## config.mk

```make
export PLATFORM = sky130hd
export DESIGN_NAME = tcp_send_window_retransmit
export DESIGN_NICKNAME = d
export VERILOG_FILES = /design/src/rtl/tsw_pkg.sv /design/src/rtl/tsw_queue_mem.sv /design/src/rtl/tcp_send_window_retransmit.sv
export SDC_FILE = /design/constraint.sdc
export NUM_CORES = 2
export LEC_CHECK = 0
export BUFFER_PORTS_ARGS = -buffer_cell sky130_fd_sc_hd__buf_4
export CAP_MARGIN = 40
export CORE_MARGIN = 2
export CORE_UTILIZATION = 45
export CTS_CLUSTER_DIAMETER = 60
export CTS_CLUSTER_SIZE = 24
export DETAILED_ROUTE_END_ITERATION = 10
export PLACE_DENSITY = 0.66
export SLEW_MARGIN = 5
export SYNTH_ARGS = -nofsm -noshare
export SYNTH_HDL_FRONTEND = slang
export SYNTH_HIERARCHICAL = 1
export SYNTH_SLANG_ARGS = --single-unit
export TNS_END_PERCENT = 50
```

## constraint.sdc

```tcl
create_clock -name clk -period 17.8 [get_ports clk]
set_clock_uncertainty 0.1 [all_clocks]
set_input_delay 0.89 -clock clk [delete_from_list [all_inputs] [get_ports clk]]
set_output_delay 0.89 -clock clk [all_outputs]
set_load 0.03 [all_outputs]
```

## src/rtl/tsw_pkg.sv

```systemverilog
`timescale 1ns / 1ps
// ----------------------------------------------------------------------------
// tsw_pkg: shared types and constants of the TCP send window engine
// Request and result item layouts, codes and queue descriptor format.
// ----------------------------------------------------------------------------
package tsw_pkg;

	localparam logic [1:0] REQ_PUSH = 2'd0;
	localparam logic [1:0] REQ_ACK  = 2'd1;
	localparam logic [1:0] REQ_TICK = 2'd2;

	localparam logic [1:0] KIND_NEW    = 2'd0;
	localparam logic [1:0] KIND_RETX   = 2'd1;
	localparam logic [1:0] KIND_STATUS = 2'd2;

	localparam logic CFG_ISN     = 1'b0;
	localparam logic CFG_TIMEOUT = 1'b1;

	localparam int MAX_SEGS = 32;

	typedef struct packed {
		logic [1:0]  req_type;
		logic [15:0] bytes_available;
		logic        stream_closed;
		logic        stream_error;
		logic        ack_valid;
		logic [31:0] ack_number;
		logic [15:0] adv_window;
		logic [31:0] elapsed_ms;
	} req_t;

	typedef struct packed {
		logic [1:0]  result_kind;
		logic [31:0] segment_seqno;
		logic [47:0] stream_offset;
		logic [9:0]  payload_len;
		logic        syn_flag;
		logic        fin_flag;
		logic        rst_flag;
		logic [16:0] seq_in_flight;
		logic [31:0] retx_count;
		logic        queue_full;
		logic        last;
	} rsp_t;

	// One outstanding segment as held in the queue memory.
	typedef struct packed {
		logic [47:0] abs;
		logic [10:0] plen;
		logic        syn;
		logic        fin;
		logic        rst;
	} desc_t;

	function automatic logic [11:0] seg_len(desc_t d);
		seg_len = {1'b0, d.plen} + {11'd0, d.syn} + {11'd0, d.fin};
	endfunction

endpackage

```

## src/rtl/tsw_queue_mem.sv

```systemverilog
`timescale 1ns / 1ps
// ----------------------------------------------------------------------------
// tsw_queue_mem: outstanding segment queue storage
// One write port and one read port with a registered read.
// ----------------------------------------------------------------------------
module tsw_queue_mem #(
	parameter int DEPTH = 32,
	parameter int AW = 5
) (
	input  logic            clk,
	input  logic            we,
	input  logic [AW-1:0]   waddr,
	input  tsw_pkg::desc_t  wdata,
	input  logic [AW-1:0]   raddr,
	output tsw_pkg::desc_t  rdata
);

	tsw_pkg::desc_t mem_q [DEPTH];

	// Write port.
	always_ff @(posedge clk) begin
		if (we) begin
			mem_q[waddr] <= wdata;
		end
	end

	// Registered read port.
	always_ff @(posedge clk) begin
		rdata <= mem_q[raddr];
	end

endmodule

```

## src/rtl/tcp_send_window_retransmit.sv

```systemverilog
`timescale 1ns / 1ps
// ----------------------------------------------------------------------------
// tcp_send_window_retransmit: TCP sender window and retransmission engine
// Turns push, acknowledgment and tick events into segment descriptors.
// ----------------------------------------------------------------------------
// Usage:
// An event item enters on req/req_valid/req_stall. Each event yields zero or
// more segment items followed by one status item with last set, on
// rsp/rsp_valid/rsp_stall. Configuration is to be written through cfg_we,
// cfg_index and cfg_data only while no event is in progress; the block does
// not enforce this. One event is handled at a time; req_stall is high outside
// the idle state. A push emits up to 32 segments, each leaving from the push
// state once the output register is free. An acknowledgment reads each queue
// entry through the registered read port of the queue memory before checking
// and retiring it. A tick advances the timer and, on a timeout with entries
// queued, retransmits the oldest entry. An ignored acknowledgment or an
// unknown request goes straight to the status item.
// Reset clears all control state; the queue memory is not cleared, as only
// written entries are ever read. While the receiver stalls, the current
// result is held in the output register and no new item is loaded.
// ----------------------------------------------------------------------------
module tcp_send_window_retransmit #(
	parameter int MAX_PAYLOAD = 1000,
	parameter int QUEUE_DEPTH = 32
) (
	input  logic          clk,
	input  logic          arst_n,
	input  logic          req_valid,
	output logic          req_stall,
	input  tsw_pkg::req_t req,
	output logic          rsp_valid,
	input  logic          rsp_stall,
	output tsw_pkg::rsp_t rsp,
	input  logic          cfg_we,
	input  logic          cfg_index,
	input  logic [31:0]   cfg_data
);

	localparam int AW = $clog2(QUEUE_DEPTH);
	localparam int CW = $clog2(QUEUE_DEPTH + 1);
	localparam logic [CW-1:0] QD = CW'(QUEUE_DEPTH);
	localparam logic [AW-1:0] QLAST = AW'(QUEUE_DEPTH - 1);
	localparam logic [10:0] MAXP = 11'(MAX_PAYLOAD);

	typedef enum logic [2:0] {
		ST_IDLE, ST_PUSH, ST_ACK_RD, ST_ACK_CHK, ST_TICK_RD, ST_TICK_CHK, ST_STATUS
	} state_t;

	state_t state_q;
	tsw_pkg::req_t req_q;

	logic [31:0] isn_q, init_to_q;
	logic syn_sent_q, fin_sent_q, err_q, peer_full_q;
	logic [47:0] next_abs_q, high_ack_q, ack_abs_q;
	logic [15:0] credit_q, max_win_q, tw_q, avail_q;
	logic [31:0] elapsed_q, timeout_q, retx_q;
	logic [AW-1:0] head_q;
	logic [CW-1:0] count_q;
	logic [16:0] infl_q;
	logic [5:0] nseg_q;
	logic qfull_q;

	logic mem_we;
	logic [AW-1:0] mem_waddr, mem_raddr;
	tsw_pkg::desc_t mem_wdata, mem_rdata;

	// Queue write address: tail of the ring.
	logic [CW:0] tail_sum;
	assign tail_sum = {1'b0, CW'(head_q)} + {1'b0, count_q};
	always_comb begin
		if (tail_sum >= {1'b0, QD}) mem_waddr = AW'(tail_sum - {1'b0, QD});
		else mem_waddr = AW'(tail_sum);
	end
	assign mem_raddr = head_q;

	tsw_queue_mem #(.DEPTH(QUEUE_DEPTH), .AW(AW)) u_mem (
		.clk(clk), .we(mem_we), .waddr(mem_waddr), .wdata(mem_wdata),
		.raddr(mem_raddr), .rdata(mem_rdata)
	);

	// Push segment formation from current state.
	logic want, cfin, syn_now;
	logic [15:0] room, plen16, avail_after, len16;
	logic [11:0] seg_l;
	tsw_pkg::desc_t pd;
	always_comb begin
		syn_now = !syn_sent_q;
		want = (tw_q != 16'd0 && avail_q != 16'd0)
			|| (tw_q != 16'd0 && req_q.stream_closed && !fin_sent_q) || !syn_sent_q;
		room = (tw_q > {15'd0, syn_now}) ? tw_q - {15'd0, syn_now} : 16'd0;
		plen16 = (room < avail_q) ? room : avail_q;
		if (plen16 > {5'd0, MAXP}) plen16 = {5'd0, MAXP};
		avail_after = avail_q - plen16;
		cfin = (tw_q > plen16 + {15'd0, syn_now}) && req_q.stream_closed
			&& !fin_sent_q && avail_after == 16'd0;
		pd.abs = next_abs_q;
		pd.plen = plen16[10:0];
		pd.syn = syn_now;
		pd.fin = cfin;
		pd.rst = req_q.stream_error || err_q;
		seg_l = tsw_pkg::seg_len(pd);
		len16 = {4'd0, seg_l};
	end

	assign mem_we = (state_q == ST_PUSH) && !(rsp_valid && rsp_stall) && want
		&& count_q < QD && nseg_q < 6'(tsw_pkg::MAX_SEGS) && seg_l != 12'd0;
	assign mem_wdata = pd;

	// Unwrap of the acknowledgment number around next_abs.
	logic [31:0] off;
	logic [48:0] cand;
	always_comb begin
		off = req.ack_number - isn_q - next_abs_q[31:0];
		cand = {1'b0, next_abs_q} + {17'd0, off};
		if (off > 32'h8000_0000 && cand >= 49'h1_0000_0000) cand = cand - 49'h1_0000_0000;
	end

	// The end of the head segment keeps its carry so it never wraps.
	logic [48:0] rd_end;
	logic [11:0] rd_len;
	logic [16:0] cadd;
	assign rd_len = tsw_pkg::seg_len(mem_rdata);
	assign rd_end = {1'b0, mem_rdata.abs} + {37'd0, rd_len};
	assign cadd = {1'b0, credit_q} + {5'd0, rd_len};

	logic [32:0] el_sum;
	logic [31:0] el_sat;
	assign el_sum = {1'b0, elapsed_q} + {1'b0, req_q.elapsed_ms};
	assign el_sat = el_sum[32] ? 32'hFFFF_FFFF : el_sum[31:0];

	logic out_free;
	assign out_free = !(rsp_valid && rsp_stall);
	assign req_stall = (state_q != ST_IDLE);

	// Configuration registers.
	always_ff @(posedge clk or negedge arst_n) begin
		if (!arst_n) begin
			isn_q <= 32'd0;
			init_to_q <= 32'd1000;
		end else if (cfg_we) begin
			unique case (cfg_index)
				tsw_pkg::CFG_ISN: isn_q <= cfg_data;
				tsw_pkg::CFG_TIMEOUT: init_to_q <= cfg_data;
				default: ;
			endcase
		end
	end

	// Event sequencer: holds state and the output register.
	always_ff @(posedge clk or negedge arst_n) begin
		logic [16:0] ws;
		logic [15:0] cr;
		logic [16:0] sum;
		logic [32:0] dbl;
		tsw_pkg::rsp_t nxt_rsp;
		logic emit;
		if (!arst_n) begin
			state_q <= ST_IDLE;
			syn_sent_q <= 1'b0; fin_sent_q <= 1'b0; err_q <= 1'b0; peer_full_q <= 1'b0;
			next_abs_q <= '0; high_ack_q <= '0; credit_q <= 16'd1; max_win_q <= '0;
			elapsed_q <= '0; timeout_q <= 32'd1000; retx_q <= '0;
			head_q <= '0; count_q <= '0; infl_q <= '0;
			rsp_valid <= 1'b0; rsp <= '0; req_q <= '0; ack_abs_q <= '0;
			tw_q <= '0; avail_q <= '0; nseg_q <= '0; qfull_q <= 1'b0;
		end else begin
			emit = 1'b0;
			nxt_rsp = '0;
			unique case (state_q)
				ST_IDLE: begin
					if (req_valid) begin
						req_q <= req;
						nseg_q <= '0;
						qfull_q <= 1'b0;
						avail_q <= fin_sent_q ? 16'd0 : req.bytes_available;
						tw_q <= (peer_full_q && credit_q != 16'd0) ? 16'd1 : credit_q;
						ack_abs_q <= cand[47:0];
						if (req.req_type == tsw_pkg::REQ_PUSH) state_q <= ST_PUSH;
						else if (req.req_type == tsw_pkg::REQ_ACK) begin
							if (!req.ack_valid) begin
								if (req.adv_window == 16'd0) err_q <= 1'b1;
								state_q <= ST_STATUS;
							end else if (cand[47:0] > next_abs_q || cand[48]) begin
								state_q <= ST_STATUS;
							end else state_q <= ST_ACK_RD;
						end else if (req.req_type == tsw_pkg::REQ_TICK) state_q <= ST_TICK_RD;
						else state_q <= ST_STATUS;
					end
				end
				ST_PUSH: begin
					// A full queue is reported before the segment cap ends the push.
					if (out_free) begin
						if (!want) begin
							state_q <= ST_STATUS;
						end else if (count_q >= QD) begin
							qfull_q <= 1'b1;
							state_q <= ST_STATUS;
						end else if (nseg_q >= 6'(tsw_pkg::MAX_SEGS) || seg_l == 12'd0) begin
							state_q <= ST_STATUS;
						end else begin
							emit = 1'b1;
							nxt_rsp.result_kind = tsw_pkg::KIND_NEW;
							nxt_rsp.segment_seqno = isn_q + next_abs_q[31:0];
							nxt_rsp.stream_offset = next_abs_q;
							nxt_rsp.payload_len = plen16[9:0];
							nxt_rsp.syn_flag = syn_now;
							nxt_rsp.fin_flag = cfin;
							nxt_rsp.rst_flag = pd.rst;
							if (syn_now) begin
								syn_sent_q <= 1'b1;
								timeout_q <= init_to_q;
							end
							if (cfin) fin_sent_q <= 1'b1;
							avail_q <= avail_after;
							credit_q <= (credit_q > len16) ? credit_q - len16 : 16'd0;
							tw_q <= (tw_q > len16) ? tw_q - len16 : 16'd0;
							count_q <= count_q + CW'(1);
							infl_q <= infl_q + {5'd0, seg_l};
							next_abs_q <= next_abs_q + {36'd0, seg_l};
							nseg_q <= nseg_q + 6'd1;
						end
					end
				end
				ST_ACK_RD: begin
					// Head entry read is issued; its data is checked in ST_ACK_CHK.
					if (count_q == '0) begin
						cr = credit_q;
						peer_full_q <= (req_q.adv_window == 16'd0);
						if (req_q.adv_window > max_win_q) begin
							sum = {1'b0, cr} + {1'b0, req_q.adv_window - max_win_q};
							credit_q <= sum[16] ? 16'hFFFF : sum[15:0];
							max_win_q <= req_q.adv_window;
						end
						if (high_ack_q < ack_abs_q) begin
							elapsed_q <= '0; high_ack_q <= ack_abs_q;
							retx_q <= '0; timeout_q <= init_to_q;
						end
						state_q <= ST_STATUS;
					end else state_q <= ST_ACK_CHK;
				end
				ST_ACK_CHK: begin
					if (rd_end > {1'b0, ack_abs_q}) begin
						cr = credit_q;
						peer_full_q <= (req_q.adv_window == 16'd0);
						if (req_q.adv_window > max_win_q) begin
							sum = {1'b0, cr} + {1'b0, req_q.adv_window - max_win_q};
							credit_q <= sum[16] ? 16'hFFFF : sum[15:0];
							max_win_q <= req_q.adv_window;
						end
						if (high_ack_q < ack_abs_q) begin
							elapsed_q <= '0; high_ack_q <= ack_abs_q;
							retx_q <= '0; timeout_q <= init_to_q;
						end
						state_q <= ST_STATUS;
					end else begin
						if (mem_rdata.syn) begin
							ws = (req_q.adv_window > 16'd1) ? {1'b0, req_q.adv_window} : 17'd1;
							credit_q <= ws[15:0];
							max_win_q <= ws[15:0];
						end else begin
							credit_q <= cadd[16] ? 16'hFFFF : cadd[15:0];
						end
						infl_q <= infl_q - {5'd0, rd_len};
						head_q <= (head_q == QLAST) ? '0 : head_q + AW'(1);
						count_q <= count_q - CW'(1);
						state_q <= ST_ACK_RD;
					end
				end
				ST_TICK_RD: begin
					// An empty queue clears the timer instead of advancing it.
					if (count_q == '0) begin
						elapsed_q <= '0;
						state_q <= ST_STATUS;
					end else begin
						elapsed_q <= el_sat;
						if (el_sat < timeout_q) state_q <= ST_STATUS;
						else state_q <= ST_TICK_CHK;
					end
				end
				ST_TICK_CHK: begin
					if (out_free) begin
						emit = 1'b1;
						nxt_rsp.result_kind = tsw_pkg::KIND_RETX;
						nxt_rsp.segment_seqno = isn_q + mem_rdata.abs[31:0];
						nxt_rsp.stream_offset = mem_rdata.abs;
						nxt_rsp.payload_len = mem_rdata.plen[9:0];
						nxt_rsp.syn_flag = mem_rdata.syn;
						nxt_rsp.fin_flag = mem_rdata.fin;
						nxt_rsp.rst_flag = mem_rdata.rst;
						if (retx_q != 32'hFFFF_FFFF) retx_q <= retx_q + 32'd1;
						if (!peer_full_q || mem_rdata.syn) begin
							dbl = {timeout_q, 1'b0};
							timeout_q <= dbl[32] ? 32'hFFFF_FFFF : dbl[31:0];
						end
						elapsed_q <= '0;
						state_q <= ST_STATUS;
					end
				end
				ST_STATUS: begin
					if (out_free) begin
						emit = 1'b1;
						nxt_rsp.result_kind = tsw_pkg::KIND_STATUS;
						nxt_rsp.segment_seqno = isn_q + next_abs_q[31:0];
						nxt_rsp.stream_offset = next_abs_q;
						nxt_rsp.rst_flag = req_q.stream_error || err_q;
						nxt_rsp.seq_in_flight = infl_q;
						nxt_rsp.retx_count = retx_q;
						nxt_rsp.queue_full = qfull_q;
						nxt_rsp.last = 1'b1;
						state_q <= ST_IDLE;
					end
				end
				default: state_q <= ST_IDLE;
			endcase
			// Output register: load a new item or drop valid once accepted.
			if (emit) begin
				rsp_valid <= 1'b1;
				rsp <= nxt_rsp;
			end else if (rsp_valid && !rsp_stall) begin
				rsp_valid <= 1'b0;
			end
		end
	end

	// Checks on the queue bookkeeping and output sequencing.
	a_count_range: assert property (@(posedge clk) disable iff (!arst_n)
		count_q <= QD) else $error("queue count exceeds depth");
	a_empty_idle: assert property (@(posedge clk) disable iff (!arst_n)
		(count_q == '0) |-> (infl_q == '0)) else $error("in-flight without entries");
	a_write_room: assert property (@(posedge clk) disable iff (!arst_n)
		mem_we |-> (count_q < QD)) else $error("write to full queue");
	a_status_last: assert property (@(posedge clk) disable iff (!arst_n)
		(rsp_valid && rsp.last) |-> (rsp.result_kind == tsw_pkg::KIND_STATUS))
		else $error("last on non-status item");

endmodule

```

==> out/results.tsv <==
metric	value	unit
WHS	0.109	ns
unrepaired setup endpoints after global routing	no	
CTS Buf Count	183	
GRT Max-Usage Layer	met2	
synth warn	6	
io pins	287	
Post-synth top flop	edfxtp_1	
row cnt	194	
final wirelength	391	mm
post-cts resize count	0	
DP HPWL	263	mm
dpl ws	3.57	ns
Post-synth EDFFs	1984	
top-area cell type share of the netlist area	0.472	
CP max stage cell	a31oi_1	
initial antenna violation count	19	
Total Routing Usage GR	0.268	
die area	285000	sq um
Max Cap Viol	0	
Final Hold Vio Count	0	
TNS Setup	0	ns
Worst EP arrival	14.93	ns
Final period util	0.802	
fin crit period	14.28	ns
Async SR Flop Fraction	0.229	
synthesized instance count	9995	
Starting Density	0.452	
fin nets	11000	
Filler cells	23800	
die height	534	um
most frequent cell after synthesis	edfxtp_1	
most used cell, CP	ha_1	
Die W	534	um
cell area after synthesis	126000	sq um
WL/cell	27.6	um
DR vias	85700	
share of cells above drive strength 1	0.101	
CTS H-Tree Depth	4	
Finished Core Util	0.504	
VDD IR max	156	uV
clock buffer depth	4	
Worst-path clk slew	0.08	ns
GRT met1 Usage	0.374	
Startpoint Class	flip-flop	
DRT Pass-1 Iters	6	
DRC errors left	0	
largest area contributor in the netlist	edfxtp_1	
pin count of the biggest net entering global routing	134	
Register Area	76100	sq um
I/O Buffers	286	
M2 GR Usage	0.426	
Worst EP required	18.45	ns
launch point of the worst reg-to-reg path	syn_sent_q$_DFFE_PN0P_	
WS Path Type	reg2reg	
Detail Route Antenna Nets	0	
vias in the first global route	82800	
pwr dens	172	nW/um^2
Layout area overhead	11.5	%
slew margin rel.	0.300	
Avg Inst Size Synth	12.6	sq um
register area share after synthesis	0.602	
Worst-Skew Late Latency	0.94	ns
via/cell ratio	6.05	
Synth area leaders	edfxtp_1, dfrtp_1, mux2i_1	
Placer Congestion	0.956	
top cells by instance count after synthesis	edfxtp_1, mux2i_1, nand2_1	
Hold Path Origin	req[18]	
Placed Cells	13800	
Core Box Area	279000	sq um
crit path launch	syn_sent_q$_DFFE_PN0P_	
count of cell types in the netlist	100	
GR Layer Usage met3	0.0413	
Worst Setup End Kind	flip-flop	
CTS Sinks	2653	
Final Slew Violations	0	
Static Leak	0.0521	uW
final setup violation count	0	
final worst slack	3.52	ns
first-pass GRT wire length	568	mm
outcome	finished, final reports clean	
count of non-filler cells in the finished layout	14200	
CTS tree	yes	
total gr overflow	0	
clock root buffer	clkbuf_16	
area of the multi-input gates	47300	sq um
largest stage delay on the critical path	0.73	ns
crit path max fanout	36	
fmax	70.1	MHz
Yosys reg bits	2653	
slew of the pin with the lowest slew margin	1.04	ns
worst min path class	in2reg	
initial drt markers	9113	
## layout by cell type, fill, tap and decap left out, drive strengths merged, types with 44 or more instances in the layout
cell	instances
a22o	204
o31ai	44
nor3	166
nand3	339
nand4	97
conb	49
inv	410
dfrtp	594
nor2	350
mux2i	1004
xor2	119
ha	540
a21oi	560
o21a	52
o21ai	476
xnor2	241
fa	48
nand2	909
a31oi	111
buf	536
mux2	59
dfxtp	62
and3	73
edfxtp	1984
a21o	142
nand2b	61
clkbuf	214
a211oi	47
nor2b	72
a22oi	276
nor4	53
## layout make-up
| class | count | share of cell area |
|---|---|---|
| well taps | 3724 | 0.0331 |
| diodes | 11 | 0.000195 |
| repair buffers | 540 | 0.0356 |
| clock buffers | 212 | 0.0345 |
| multi-input cells | 6554 | 0.336 |
| clock inverters | 111 | 0.0108 |
| flip-flops and latches | 2653 | 0.540 |
| inverters | 366 | 0.00975 |
## worst paths after layout
kind	end	slack, ns	cells after the start
setup / recovery	credit_q[1]$_DFFE_PN0P_	3.52	53
hold / removal	req_q[18]$_DFFE_PN0P_	0.11	3
setup reg to reg	credit_q[1]$_DFFE_PN0P_	3.52	53
hold reg to reg	err_q$_DFFE_PN0P_	0.36	1
max in group asynchronous	avail_q[15]$_DFFE_PN0P_	13.36	6
min in group asynchronous	rsp[142]$_DFFE_PN0P_	0.40	2
## power breakdown
group | internal, uW | switching [uW] | leakage, uW | total (uW)
clock network | 2260 | 2350 | 0.00307 | 4620
logic | 4150 | 7490 | 0.0253 | 11600
registers | 7400 | 627 | 0.0236 | 8030
## per-stage QoR
step | power [uW] | area, sq um
after CTS | 24200 | 141000
after floorplan | 15700 | 127000
after global placement | 19400 | 133000
after detailed placement | 19600 | 134000
after global routing | 25600 | 141000
final | 24300 | 141000
## worst max-delay path: cells and delay by family, from the launching register on
family | cells | cell delay, ns
AOI/OAI and AO/OA | 14 | 3.94
adders and majority gates | 8 | 2.62
DFF | 1 | 0.41
buffers and inverters | 7 | 1.73
xor gates and xnor gates | 2 | 0.31
and+or+nand+nor | 22 | 5.02
## timing repair
item	4_1_cts	5_1_grt
hold buffers	1	0
buffers inserted	0	0
endpoints found under the hold margin	66	0
## state kept, by name, summed over array words and instances (netlist names), 17 cells and up
name,cells
u_mem/mem_q,1984
rsp,146
u_mem/rdata,62
req_q,50
ack_abs_q,48
high_ack_q,48
next_abs_q,48
elapsed_q,32
init_to_q,32
isn_q,32
retx_q,32
timeout_q,32
infl_q,17
## per-layer routing
metal  share of wire  up-vias
met1            0.42    43400
li1                -    38100
met5         0.00012        -
met2            0.46     3665
met3           0.083      584
met4           0.037        8
## kinds of logic after synthesis
kind of cell | count (synthesis) | share of synthesized area
AO/OA/AOI/OAI | 2197 | 0.114
XOR/XNOR | 360 | 0.0250
adder cells (fa/ha/maj) | 588 | 0.0611
buffers and inverters | 835 | 0.0283
flip-flops | 2653 | 0.602
multiplexers | 1063 | 0.0848
other | 2 | 0.0000594
AND/OR/NAND/NOR | 2297 | 0.0853
No activity file was read; power rests on OpenSTA's default activity.
